`src/rtl/core/bfd_pkg.sv`:
```
package bfd_pkg;

  localparam int DepthW    = 16;
  localparam int CoordW    = 12;
  localparam int CfgW      = 20;
  localparam int LinW      = 25;
  localparam int MaxHeight = 2048;
  localparam int QuoW      = DepthW;

  // Exponential table: ExpSize+1 samples of exp(-x) over x in [0, ExpRange]
  localparam int ExpSize   = 256;
  localparam int ExpRange  = 16;
  localparam int RomW      = 17;
  localparam int WeightW   = 17;
  localparam int XLimBit   = $clog2(ExpRange) + 16;
  localparam int FracBits  = XLimBit - $clog2(ExpSize);
  localparam int IdxW      = $clog2(ExpSize + 1);

  localparam int DdW   = 2 * DepthW;
  localparam int CtW   = DdW + CfgW;

  typedef enum logic [1:0] {
    REG_WIDTH  = 2'd0,
    REG_HEIGHT = 2'd1,
    REG_SPACE  = 2'd2,
    REG_COLOR  = 2'd3
  } cfg_idx_t;

  typedef logic [RomW-1:0] rom_t [0:ExpSize];

  typedef struct packed {
    logic take;
    logic mul;
    logic adr;
    logic start;
    logic center;
    logic scan;
    logic div_start;
    logic load;
  } cmd_t;

  typedef struct packed {
    logic emit;
    logic scan_last;
    logic pipe_busy;
    logic div_done;
    logic out_free;
  } stat_t;

  // floor(a / d) by shift and subtract, used only while building the table
  function automatic longint unsigned div_u64(longint unsigned a, longint unsigned d);
    longint unsigned q;
    longint unsigned r;
    q = 64'd0;
    r = 64'd0;
    for (int b = 63; b >= 0; b--) begin
      r = {r[62:0], a[b]};
      if (r >= d) begin
        r = r - d;
        q[b] = 1'b1;
      end
    end
    return q;
  endfunction

  // exp(-num/ExpSize) in Q31 from a 21-term Taylor series, each term truncated
  function automatic longint unsigned exp_neg_frac(longint unsigned num);
    longint unsigned term;
    longint unsigned plus;
    longint unsigned minus;
    term  = 64'd1 << 31;
    plus  = 64'd1 << 31;
    minus = 64'd0;
    for (int k = 1; k <= 20; k++) begin
      term = div_u64(term * num, 64'(ExpSize) * 64'(k));
      if ((k % 2) == 1) minus = minus + term;
      else plus = plus + term;
    end
    return plus - minus;
  endfunction

  function automatic rom_t build_exp_rom();
    rom_t rom;
    longint unsigned e1;
    longint unsigned en;
    longint unsigned ef;
    longint unsigned num;
    longint unsigned n;
    longint unsigned r;
    e1 = exp_neg_frac(64'(ExpSize));
    for (int i = 0; i <= ExpSize; i++) begin
      num = 64'(ExpRange) * 64'(i);
      n   = num / 64'(ExpSize);
      r   = num % 64'(ExpSize);
      en  = 64'd1 << 31;
      for (longint unsigned j = 0; j < n; j++) en = (en * e1 + (64'd1 << 30)) >> 31;
      ef = exp_neg_frac(r);
      rom[i] = RomW'((en * ef + (64'd1 << 45)) >> 46);
    end
    return rom;
  endfunction

endpackage

```
`src/rtl/core/bfd_ctrl.sv`:
```
module bfd_ctrl (
  input  logic            clk,
  input  logic            rst,
  input  logic            in_valid,
  output logic            in_ready,
  output bfd_pkg::cmd_t   cmd,
  input  bfd_pkg::stat_t  stat
);

  typedef enum logic [8:0] {
    S_IDLE  = 9'b000000001,
    S_MUL   = 9'b000000010,
    S_ADR   = 9'b000000100,
    S_CMP   = 9'b000001000,
    S_CTR   = 9'b000010000,
    S_SCAN  = 9'b000100000,
    S_DRAIN = 9'b001000000,
    S_DIV   = 9'b010000000,
    S_OUT   = 9'b100000000
  } state_t;

  state_t state, state_next;

  assign in_ready = (state == S_IDLE);

  always_comb begin
    cmd           = '0;
    cmd.take      = (state == S_IDLE) && in_valid;
    cmd.mul       = (state == S_MUL);
    cmd.adr       = (state == S_ADR);
    cmd.start     = (state == S_CMP) && stat.emit;
    cmd.center    = (state == S_CTR);
    cmd.scan      = (state == S_SCAN);
    cmd.div_start = (state == S_DRAIN) && !stat.pipe_busy;
    cmd.load      = (state == S_OUT) && stat.out_free;
  end

  always_comb begin
    state_next = state;
    unique case (state)
      S_IDLE:  if (in_valid) state_next = S_MUL;
      S_MUL:   state_next = S_ADR;
      S_ADR:   state_next = S_CMP;
      S_CMP:   state_next = stat.emit ? S_CTR : S_IDLE;
      S_CTR:   state_next = S_SCAN;
      S_SCAN:  if (stat.scan_last) state_next = S_DRAIN;
      S_DRAIN: if (!stat.pipe_busy) state_next = S_DIV;
      S_DIV:   if (stat.div_done) state_next = S_OUT;
      S_OUT:   if (stat.out_free) state_next = S_IDLE;
      default: state_next = S_IDLE;
    endcase
  end

  always_ff @(posedge clk) begin
    if (rst) state <= S_IDLE;
    else state <= state_next;
  end

endmodule

```
`config.mk`:
```
export PLATFORM = sky130hd
export DESIGN_NAME = bfd_ctrl
export DESIGN_NICKNAME = d
export VERILOG_FILES = /design/src/rtl/core/bfd_pkg.sv /design/src/rtl/core/bfd_ctrl.sv
export SDC_FILE = /design/constraint.sdc
export NUM_CORES = 1
export LEC_CHECK = 0
export BUFFER_PORTS_ARGS = -buffer_cell sky130_fd_sc_hd__buf_4
export CORE_AREA = 2 2 39 41
export DETAILED_ROUTE_END_ITERATION = 8
export DIE_AREA = 0 0 41 43
export PLACE_DENSITY = 0.69
export SLEW_MARGIN = 20
export SYNTH_ARGS = -nofsm -noshare
export SYNTH_HDL_FRONTEND = slang
export SYNTH_SLANG_ARGS = --single-unit
```
`constraint.sdc`:
```
create_clock -name clk -period 3.01 [get_ports clk]
set_clock_uncertainty 0.2 [all_clocks]
set_input_delay 0.602 -clock clk [delete_from_list [all_inputs] [get_ports clk]]
set_output_delay 0.602 -clock clk [all_outputs]
set_load 0.01 [all_outputs]
```
==> metrics.txt, run 1 <==
# TYPE chip_impl_metric gauge
chip_impl_info{name="criticalPathCategory",value="reg -> out"} 1
chip_impl_metric{name="synthToLayoutAreaGrowth",unit="%"} 25.6
chip_impl_metric{name="overflow",unit=""} 0
chip_impl_metric{name="globalplace.congestion",unit=""} 0.855
chip_impl_metric{name="groute.usage.overall",unit=""} 0.192
chip_impl_metric{name="finalCritPeriodShare",unit=""} 0.933
chip_impl_metric{name="final.setup.worst_slack",unit="ns"} 0.202
chip_impl_metric{name="port_buffers",unit=""} 16
chip_impl_metric{name="ff2ff_setup_slack",unit="ns"} 0.60
chip_impl_metric{name="synth_fp_nets",unit=""} 80
chip_impl_metric{name="design_area",unit="um^2"} 729
chip_impl_metric{name="dp_worst_setup_slack",unit="ns"} 0.487
chip_impl_metric{name="slew_violations",unit=""} 0
chip_impl_metric{name="design.core.area",unit="um^2"} 1380
chip_impl_metric{name="num_rows",unit=""} 14
chip_impl_metric{name="timing.max_cap.violations",unit=""} 0
chip_impl_metric{name="totalWireLength",unit="um"} 1320
chip_impl_metric{name="grt_pass1_vias",unit=""} 514
chip_impl_metric{name="power_density",unit="nW/um^2"} 577
chip_impl_metric{name="crit_required",unit="ns"} 2.21
chip_impl_metric{name="cts-hold-fix-buffers",unit=""} 0
chip_impl_metric{name="initial_utilization",unit=""} 0.420
chip_impl_metric{name="largest_reg_flops",unit=""} 9
chip_impl_metric{name="slew_headroom",unit=""} 0.562
chip_impl_metric{name="layout.nets",unit=""} 97
chip_impl_metric{name="critical_path_arrival",unit="ns"} 2.01
chip_impl_metric{name="insertion_delay",unit="ns"} 0.27
chip_impl_metric{name="die_y",unit="um"} 43
chip_impl_metric{name="vias",unit=""} 606
chip_impl_metric{name="diodes",unit=""} 0
chip_impl_metric{name="p_leak",unit="nW"} 0.320
chip_impl_metric{name="drt_drc_violations_left",unit=""} 0
chip_impl_metric{name="peakVddDrop",unit="uV"} 278
chip_impl_metric{name="yosysUniqueCellTypes",unit=""} 29
chip_impl_info{name="cp-start-kind",value="flop"} 1
chip_impl_metric{name="detailedRoute.firstIterationViolations",unit=""} 15
chip_impl_metric{name="synth_warnings",unit=""} 0
chip_impl_metric{name="cts.reportedPaths.clkPinSlew",unit="ns"} 0.06
chip_impl_metric{name="h_tree_depth",unit=""} 1
chip_impl_metric{name="placedInstanceArea",unit="um^2"} 703
chip_impl_info{name="rsz0062_at_grt",value="false"} 1
chip_impl_metric{name="antenna_violations_before_repair",unit=""} 0
chip_impl_metric{name="hold_ws",unit="ns"} 0.350
chip_impl_metric{name="synth-edff-count",unit=""} 0
chip_impl_metric{name="synth-seq-area-share",unit=""} 0.310
chip_impl_metric{name="ys_ff_latch",unit=""} 9
chip_impl_info{name="cp-end-kind",value="output port"} 1
chip_impl_info{name="regMostFlops",value="state"} 1
chip_impl_metric{name="final_antenna_net_count",unit=""} 0
chip_impl_metric{name="async_reset_ff_frac",unit=""} 0
chip_impl_info{name="clockRootBuffer",value="sky130_fd_sc_hd__clkbuf_4"} 1
chip_impl_metric{name="drive_above_1_share",unit=""} 0.250
chip_impl_metric{name="post-dp-hpwl",unit="um"} 1030
chip_impl_metric{name="clock_path_buffers",unit=""} 2
chip_impl_metric{name="setup-tns-final",unit="ns"} 0
chip_impl_metric{name="finalHoldViolations",unit=""} 0
chip_impl_metric{name="fmaxAchievable",unit="MHz"} 356
chip_impl_metric{name="fp.dieArea",unit="um^2"} 1760
chip_impl_metric{name="path_max_fanout",unit=""} 7
chip_impl_info{name="mostFrequentLayoutCell",value="sky130_fd_sc_hd__buf_4"} 1
chip_impl_info{name="layout_common_cells",value="sky130_fd_sc_hd__buf_4, sky130_fd_sc_hd__nor2_1, sky130_fd_sc_hd__dfxtp_1"} 1
chip_impl_metric{name="power.total",unit="mW"} 0.421
chip_impl_metric{name="cts_num_sinks",unit=""} 9
chip_impl_metric{name="synthesized_area_divided_by_synthesized_cell_count",unit="um^2"} 8.06
chip_impl_info{name="largest_registers",value="state (9)"} 1
chip_impl_metric{name="post_cts_resize_count",unit=""} 0
chip_impl_metric{name="layout.cells.non_filler",unit=""} 104
chip_impl_info{name="leading_register_cell_type_out_of_synthesis",value="sky130_fd_sc_hd__dfxtp_1"} 1
chip_impl_metric{name="avgRoutedWirePerCell",unit="um"} 12.7
chip_impl_metric{name="postSynthCellCount",unit=""} 72
chip_impl_info{name="critical_path.endpoint",value="cmd[4]"} 1
chip_impl_metric{name="dpl.cell_count",unit=""} 100
chip_impl_metric{name="cts_buf_count",unit=""} 3
chip_impl_metric{name="die_w",unit="um"} 41
chip_impl_metric{name="finalCoreUtilization",unit=""} 0.527
chip_impl_info{name="crit_start",value="state[7]"} 1
chip_impl_metric{name="cts_setup_buffers",unit=""} 0
chip_impl_metric{name="firstDrtPassIters",unit=""} 4
chip_impl_metric{name="final_period_minus_worst_setup_slack",unit="ns"} 2.81
chip_impl_metric{name="ios",unit=""} 17
chip_impl_info{name="r2r_end",value="state[0]"} 1
chip_impl_info{name="result_of_the_run",value="finished clean"} 1
chip_impl_info{name="worst_hold_path_type",value="in -> reg"} 1
chip_impl_info{name="tritoncts_clock_tree",value="yes"} 1
chip_impl_metric{name="worst-r2r-cell-count",unit=""} 4
chip_impl_metric{name="synth_area",unit="um^2"} 581
chip_impl_metric{name="grt_start_max_net_pins",unit=""} 13
chip_impl_metric{name="worst_slew_pin_slew",unit="ns"} 0.651
chip_impl_metric{name="timing.final.setup_violations",unit=""} 0
chip_impl_info{name="critical_path.reg2reg.startpoint",value="state[7]"} 1
chip_impl_metric{name="global_route_wire_length_before_repair",unit="um"} 2260
chip_impl_metric{name="via_per_inst",unit=""} 5.83
==> cell usage after synthesis, types with 2 or more instances <==
cell type | n | share of area
sky130_fd_sc_hd__nor2_1 | 13 | 0.084
sky130_fd_sc_hd__dfxtp_1 | 9 | 0.31
sky130_fd_sc_hd__nor4b_1 | 5 | 0.075
sky130_fd_sc_hd__a211oi_1 | 3 | 0.039
sky130_fd_sc_hd__a21oi_1 | 3 | 0.026
sky130_fd_sc_hd__inv_1 | 3 | 0.019
sky130_fd_sc_hd__nand3_1 | 3 | 0.026
sky130_fd_sc_hd__nor3_1 | 3 | 0.026
sky130_fd_sc_hd__nor4_1 | 3 | 0.032
sky130_fd_sc_hd__and2_1 | 2 | 0.022
sky130_fd_sc_hd__buf_2 | 2 | 0.017
sky130_fd_sc_hd__clkbuf_1 | 2 | 0.013
sky130_fd_sc_hd__nand2_1 | 2 | 0.013
sky130_fd_sc_hd__or4_1 | 2 | 0.026
sky130_fd_sc_hd__or4b_1 | 2 | 0.034
sky130_fd_sc_hd__xor2_1 | 2 | 0.030
==> metal layers <==
| layer | track usage | up-vias | wire length [um] |
|---|---|---|---|
| met4 | 0.107 | 0 | 23 |
| met2 | 0.247 | 18 | 611 |
| li1 | - | 306 | - |
| met3 | 0.0576 | 4 | 87 |
| met5 | 0 | - | 0 |
| met1 | 0.274 | 278 | 594 |
==> worst max-delay path: stages (launching register included) <==
cell and delay (ns):
sky130_fd_sc_hd__dfxtp_1 0.35, sky130_fd_sc_hd__or4_1 0.66, sky130_fd_sc_hd__nor3_1 0.31, sky130_fd_sc_hd__nand3_1 0.17, sky130_fd_sc_hd__nor2_1 0.12, sky130_fd_sc_hd__buf_4 0.13
==> final cells by class <==
cell class                 count  area [um^2]
clock buffer                   4         26.3
timing repair buffer          16          120
sequential                     9          180
multi-input combinational     56          372
tap                           16         20.0
fill                         142          654
inverter                       3         11.3
==> worst min path at each step <==
stage                          end  slack, ns      from  depth (start not counted)
after global placement    state[7]       0.36  state[7]                          2
after CTS                 state[8]       0.34       rst                          2
after floorplan           state[7]       0.32  state[7]                          2
after global routing      state[8]       0.36       rst                          2
final                     state[8]       0.35       rst                          2
after detailed placement  state[7]       0.37  state[7]                          2
==> where the power goes <==
| part | leakage, nW | internal [mW] | total [mW] | switching [mW] |
|---|---|---|---|---|
| logic | 0.231 | 0.0848 | 0.171 | 0.0863 |
| registers | 0.0731 | 0.132 | 0.152 | 0.0201 |
| clock network | 0.0150 | 0.0512 | 0.0972 | 0.0459 |
==> logic make-up after synthesis <==
kind of cell	after synthesis	synth area share
and+or+nand+nor	45	0.504
AOI/OAI and AO/OA	9	0.106
xor gates and xnor gates	2	0.0302
DFF	9	0.310
buffers and inverters	7	0.0496
(Power assumes the default switching activity.)
==> inputs of run 2 (changes only) <==
--- a/config.mk
+++ b/config.mk
@@ -9,7 +9,7 @@
 export CORE_AREA = 2 2 39 41
 export DETAILED_ROUTE_END_ITERATION = 8
 export DIE_AREA = 0 0 41 43
-export PLACE_DENSITY = 0.69
+export PLACE_DENSITY = 0.7
 export SLEW_MARGIN = 20
 export SYNTH_ARGS = -nofsm -noshare
 export SYNTH_HDL_FRONTEND = slang
==> run 2 against run 1 <==
Register-to-register slack better by 0.02 ns. Highest routed layer unchanged. Sequential power about the same. Power grew 0.40%. Hold slack worse by 0.0047 ns. Cell count unchanged.
==> metrics.txt, run 2 (synthesis gave the netlist of run 1 again) <==
# TYPE chip_impl_metric gauge
chip_impl_metric{name="design.core.area",unit="um^2"} 1380
chip_impl_metric{name="cts_num_sinks",unit=""} 9
chip_impl_metric{name="crit_required",unit="ns"} 2.21
chip_impl_metric{name="antenna_violations_before_repair",unit=""} 0
chip_impl_info{name="cp-start-kind",value="flop"} 1
chip_impl_metric{name="power_density",unit="nW/um^2"} 579
chip_impl_metric{name="h_tree_depth",unit=""} 1
chip_impl_info{name="cp-end-kind",value="output port"} 1
chip_impl_metric{name="slew_violations",unit=""} 0
chip_impl_metric{name="p_leak",unit="nW"} 0.320
chip_impl_metric{name="finalCoreUtilization",unit=""} 0.527
chip_impl_metric{name="overflow",unit=""} 0
chip_impl_metric{name="post_cts_resize_count",unit=""} 0
chip_impl_metric{name="vias",unit=""} 587
chip_impl_metric{name="die_w",unit="um"} 41
chip_impl_metric{name="cts-hold-fix-buffers",unit=""} 0
chip_impl_metric{name="hold-path-cell-count",unit=""} 2
chip_impl_info{name="mostFrequentLayoutCell",value="sky130_fd_sc_hd__buf_4"} 1
chip_impl_metric{name="global_route_wire_length_before_repair",unit="um"} 2150
chip_impl_metric{name="hold_ws",unit="ns"} 0.345
chip_impl_metric{name="cts_buf_count",unit=""} 3
chip_impl_metric{name="peakVddDrop",unit="uV"} 267
chip_impl_metric{name="finalHoldViolations",unit=""} 0
chip_impl_info{name="layout_common_cells",value="sky130_fd_sc_hd__buf_4, sky130_fd_sc_hd__nor2_1, sky130_fd_sc_hd__dfxtp_1"} 1
chip_impl_metric{name="critical_path_arrival",unit="ns"} 2.03
chip_impl_info{name="critical_path.reg2reg.startpoint",value="state[7]"} 1
chip_impl_metric{name="avgRoutedWirePerCell",unit="um"} 13.2
chip_impl_metric{name="num_rows",unit=""} 14
chip_impl_metric{name="layout.nets",unit=""} 97
chip_impl_info{name="largest_registers",value="state (9)"} 1
chip_impl_metric{name="final_antenna_net_count",unit=""} 0
chip_impl_metric{name="fp.dieArea",unit="um^2"} 1760
chip_impl_metric{name="totalWireLength",unit="um"} 1370
chip_impl_metric{name="detailedRoute.firstIterationViolations",unit=""} 9
chip_impl_metric{name="timing.max_cap.violations",unit=""} 0
chip_impl_metric{name="globalplace.congestion",unit=""} 0.822
chip_impl_metric{name="firstDrtPassIters",unit=""} 4
chip_impl_info{name="worst_hold_path_type",value="in -> reg"} 1
chip_impl_metric{name="diodes",unit=""} 0
chip_impl_metric{name="timing.final.setup_violations",unit=""} 0
chip_impl_metric{name="largest_reg_flops",unit=""} 9
chip_impl_metric{name="path_max_fanout",unit=""} 7
chip_impl_info{name="regMostFlops",value="state"} 1
chip_impl_info{name="result_of_the_run",value="finished clean"} 1
chip_impl_metric{name="port_buffers",unit=""} 16
chip_impl_metric{name="initial_utilization",unit=""} 0.420
chip_impl_metric{name="groute.usage.overall",unit=""} 0.177
chip_impl_metric{name="die_y",unit="um"} 43
chip_impl_metric{name="finalCritPeriodShare",unit=""} 0.942
chip_impl_metric{name="insertion_delay",unit="ns"} 0.26
chip_impl_metric{name="drt_drc_violations_left",unit=""} 0
chip_impl_metric{name="clock_path_buffers",unit=""} 2
chip_impl_info{name="worst_hold_start",value="rst"} 1
chip_impl_metric{name="ios",unit=""} 17
chip_impl_metric{name="post-dp-hpwl",unit="um"} 1030
chip_impl_metric{name="fmaxAchievable",unit="MHz"} 353
chip_impl_info{name="criticalPathCategory",value="reg -> out"} 1
chip_impl_info{name="clockRootBuffer",value="sky130_fd_sc_hd__clkbuf_4"} 1
chip_impl_metric{name="slew_headroom",unit=""} 0.536
chip_impl_info{name="end_point_of_the_worst_hold_path",value="state[8]"} 1
chip_impl_metric{name="grt_pass1_vias",unit=""} 508
chip_impl_metric{name="ff2ff_setup_slack",unit="ns"} 0.62
chip_impl_metric{name="cts.reportedPaths.clkPinSlew",unit="ns"} 0.06
chip_impl_metric{name="grt_start_max_net_pins",unit=""} 13
chip_impl_metric{name="setup-tns-final",unit="ns"} 0
chip_impl_metric{name="via_per_inst",unit=""} 5.64
chip_impl_metric{name="worst-r2r-cell-count",unit=""} 4
chip_impl_metric{name="drive_above_1_share",unit=""} 0.250
chip_impl_metric{name="cts_setup_buffers",unit=""} 0
chip_impl_metric{name="worst_slew_pin_slew",unit="ns"} 0.690
chip_impl_metric{name="final_period_minus_worst_setup_slack",unit="ns"} 2.83
chip_impl_metric{name="synthToLayoutAreaGrowth",unit="%"} 25.6
chip_impl_info{name="tritoncts_clock_tree",value="yes"} 1
chip_impl_info{name="rsz0062_at_grt",value="false"} 1
chip_impl_info{name="r2r_end",value="state[0]"} 1
## run 2: cell counts in the layout (fill, tap and decap cells not counted)
No cell type changed its count.
## run 2: layout make-up
type | count | area, um^2
inverter | 3 | 11.3
sequential | 9 | 180
tap | 16 | 20.0
clock buffer | 4 | 26.3
multi-input combinational | 56 | 372
timing repair buffer | 16 | 120
fill | 143 | 654
## run 2: worst max path at each step
stage	start	endpoint	slack, ns	cells after the start
floorplan	state[7]	cmd[7]	0.67	4
global placement	state[7]	cmd[4]	0.49	5
detailed placement	state[7]	cmd[4]	0.48	5
CTS	state[7]	cmd[4]	0.20	5
global route	state[7]	cmd[4]	0.05	5
finish	state[7]	cmd[4]	0.18	5
## run 2: metal layers
metal  track usage  wire, um  up-vias
met5             0         0        -
met4         0.100        18        0
met3        0.0157        63        4
met2         0.244       645       16
met1         0.261       645      264
li1              -         -      303
## run 2: power by group
part | internal, mW | switching [mW]
sequential | 0.132 | 0.0211
clock | 0.0513 | 0.0450
combinational | 0.0850 | 0.0878
total | 0.269 | 0.154
## run 2: metrics by stage
| step | std cells | power [mW] | setup slack [ns] | area, um^2 |
|---|---|---|---|---|
| floorplan | 72 | 0.271 | 0.669 | 581 |
| global placement | 100 | 0.322 | 0.490 | 703 |
| detailed placement | 100 | 0.327 | 0.483 | 703 |
| CTS | 104 | 0.420 | 0.197 | 729 |
| global route | 104 | 0.447 | 0.0505 | 729 |
| finish | 104 | 0.422 | 0.176 | 729 |
## run 2: critical path: stages (launching register included)
cell                      delay, ns
sky130_fd_sc_hd__dfxtp_1       0.35
sky130_fd_sc_hd__or4_1         0.67
sky130_fd_sc_hd__nor3_1        0.32
sky130_fd_sc_hd__nand3_1       0.18
sky130_fd_sc_hd__nor2_1        0.12
sky130_fd_sc_hd__buf_4         0.13
==> inputs of run 3 (changes only) <==
--- a/config.mk
+++ b/config.mk
@@ -10,6 +10,7 @@
 export DETAILED_ROUTE_END_ITERATION = 8
 export DIE_AREA = 0 0 41 43
 export PLACE_DENSITY = 0.7
+export RECOVER_POWER = 50
 export SLEW_MARGIN = 20
 export SYNTH_ARGS = -nofsm -noshare
 export SYNTH_HDL_FRONTEND = slang
==> run 3 against run 2 <==
Design area is 2.6% lower. Global-route usage stayed put. Non-clock buffer count stayed put. Clock power is 0.8% lower. Count of clock-buffer cells in the layout stayed put. Critical path depth stayed put. Highest routed layer unchanged.
==> metrics.txt, run 3 (synthesis gave the netlist of run 1 again) <==
# TYPE chip_impl_metric gauge
chip_impl_info{name="result_of_the_run",value="finished clean"} 1
chip_impl_metric{name="cts_setup_buffers",unit=""} 0
chip_impl_metric{name="p_leak",unit="nW"} 0.303
chip_impl_metric{name="finalCritPeriodShare",unit=""} 0.940
chip_impl_metric{name="path_max_fanout",unit=""} 7
chip_impl_metric{name="slew_violations",unit=""} 0
chip_impl_metric{name="port_buffers",unit=""} 16
chip_impl_metric{name="power_density",unit="nW/um^2"} 578
chip_impl_metric{name="num_rows",unit=""} 14
chip_impl_metric{name="overflow",unit=""} 0
chip_impl_metric{name="setup-tns-final",unit="ns"} 0
chip_impl_metric{name="cts.reportedPaths.clkPinSlew",unit="ns"} 0.06
chip_impl_metric{name="totalWireLength",unit="um"} 1390
chip_impl_info{name="criticalPathCategory",value="reg -> out"} 1
chip_impl_info{name="mostFrequentLayoutCell",value="sky130_fd_sc_hd__buf_4"} 1
chip_impl_info{name="layout_common_cells",value="sky130_fd_sc_hd__buf_4, sky130_fd_sc_hd__nor2_1, sky130_fd_sc_hd__dfxtp_1"} 1
chip_impl_info{name="clockRootBuffer",value="sky130_fd_sc_hd__clkbuf_4"} 1
chip_impl_metric{name="timing.final.setup_violations",unit=""} 0
chip_impl_metric{name="groute.usage.overall",unit=""} 0.177
chip_impl_metric{name="post_cts_resize_count",unit=""} 0
chip_impl_metric{name="critical-path-max-stage-delay",unit="ns"} 0.66
chip_impl_metric{name="design.core.area",unit="um^2"} 1380
chip_impl_metric{name="antenna_violations_before_repair",unit=""} 0
chip_impl_info{name="cp-end-kind",value="output port"} 1
chip_impl_metric{name="final_antenna_net_count",unit=""} 0
chip_impl_metric{name="timing.max_cap.violations",unit=""} 0
chip_impl_metric{name="drive_above_1_share",unit=""} 0.227
chip_impl_metric{name="critical_path_arrival",unit="ns"} 2.03
chip_impl_metric{name="slew_headroom",unit=""} 0.472
chip_impl_metric{name="layout.cells.non_filler",unit=""} 104
chip_impl_info{name="critical-path-slowest-cell",value="sky130_fd_sc_hd__or4_1"} 1
chip_impl_metric{name="cts-hold-fix-buffers",unit=""} 0
chip_impl_metric{name="diodes",unit=""} 0
chip_impl_metric{name="finalHoldViolations",unit=""} 0
chip_impl_info{name="cp_cell_sequence",value="or4_1 -> nor3_1 -> nand3_1 -> nor2_1 -> buf_4"} 1
chip_impl_metric{name="peakVddDrop",unit="uV"} 267
chip_impl_info{name="rsz0062_at_grt",value="false"} 1
chip_impl_metric{name="layout.nets",unit=""} 97
chip_impl_metric{name="ios",unit=""} 17
chip_impl_metric{name="finalCoreUtilization",unit=""} 0.514
chip_impl_info{name="regMostFlops",value="state"} 1
chip_impl_metric{name="worst_slew_pin_slew",unit="ns"} 0.780
chip_impl_metric{name="largest_reg_flops",unit=""} 9
chip_impl_metric{name="cts_num_sinks",unit=""} 9
chip_impl_info{name="cp-start-kind",value="flop"} 1
chip_impl_metric{name="fmaxAchievable",unit="MHz"} 353
chip_impl_metric{name="grt_start_max_net_pins",unit=""} 13
chip_impl_metric{name="grt_pass1_vias",unit=""} 508
chip_impl_metric{name="clock_path_buffers",unit=""} 2
chip_impl_info{name="worst_hold_path_type",value="in -> reg"} 1
chip_impl_metric{name="crit_required",unit="ns"} 2.21
chip_impl_metric{name="critical_path_buf_inv_count",unit=""} 1
chip_impl_metric{name="firstDrtPassIters",unit=""} 4
chip_impl_metric{name="post-dp-hpwl",unit="um"} 1030
chip_impl_info{name="largest_registers",value="state (9)"} 1
chip_impl_metric{name="insertion_delay",unit="ns"} 0.26
chip_impl_metric{name="via_per_inst",unit=""} 5.88
chip_impl_metric{name="cts_buf_count",unit=""} 3
chip_impl_info{name="worst_path_dominant_cell_family",value="simple AND/OR/NAND/NOR gates"} 1
chip_impl_metric{name="die_w",unit="um"} 41
chip_impl_metric{name="detailedRoute.firstIterationViolations",unit=""} 22
chip_impl_metric{name="globalplace.congestion",unit=""} 0.822
chip_impl_metric{name="die_y",unit="um"} 43
chip_impl_metric{name="h_tree_depth",unit=""} 1
chip_impl_info{name="tritoncts_clock_tree",value="yes"} 1
chip_impl_metric{name="drt_drc_violations_left",unit=""} 0
chip_impl_metric{name="synthToLayoutAreaGrowth",unit="%"} 22.4
chip_impl_metric{name="dpl.cell_count",unit=""} 100
chip_impl_metric{name="avgRoutedWirePerCell",unit="um"} 13.4
chip_impl_metric{name="final_period_minus_worst_setup_slack",unit="ns"} 2.83
chip_impl_metric{name="initial_utilization",unit=""} 0.420
chip_impl_metric{name="global_route_wire_length_before_repair",unit="um"} 2150
chip_impl_metric{name="vias",unit=""} 611
chip_impl_metric{name="fp.dieArea",unit="um^2"} 1760
-- run 3: cell count changes in the layout (fill, tap and decap cells not counted) --
cell	change
sky130_fd_sc_hd__or4_1	+1
sky130_fd_sc_hd__or4_4	-1
sky130_fd_sc_hd__nor4b_4	-1
sky130_fd_sc_hd__nor4b_1	+1
-- run 3: per-stage QoR --
step	total power, mW	hold WS (ns)	worst slack, ns	instance area (um^2)
final	0.410	0.348	0.179	711
after global routing	0.436	0.345	0.0561	711
after CTS	0.420	0.345	0.197	729
after detailed placement	0.327	0.369	0.483	703
after global placement	0.322	0.360	0.490	703
after floorplan	0.271	0.322	0.669	581
-- run 3: layout make-up --
cell class              instances  area [um^2]
clock buffers                   4         26.3
fillers                       145          673
inverters                       3         11.3
well taps                      16         20.0
flip-flops and latches          9          180
repair buffers                 16          120
multi-input cells              56          353
-- run 3: final timing paths --
check,slack (ns),cells past startpoint,from,endpoint
min,0.35,2,rst,state[8]
min reg2reg,0.39,2,state[7],state[7]
max,0.18,5,state[7],cmd[4]
max reg2reg,0.59,4,state[7],state[0]
-- run 3: power breakdown --
part / internal, mW / leakage, nW / switching (mW)
logic: 0.0780 / 0.215 / 0.0839
registers: 0.132 / 0.0731 / 0.0208
clock network: 0.0512 / 0.0150 / 0.0443
-- run 3: layer usage --
layer  global-route usage  up-vias  routed length, um
met5                    0        -                  0
met4                0.100        0                 18
met3               0.0157        4                 92
met2                0.244       22                635
met1                0.261      281                647
li1                     -      304                  -
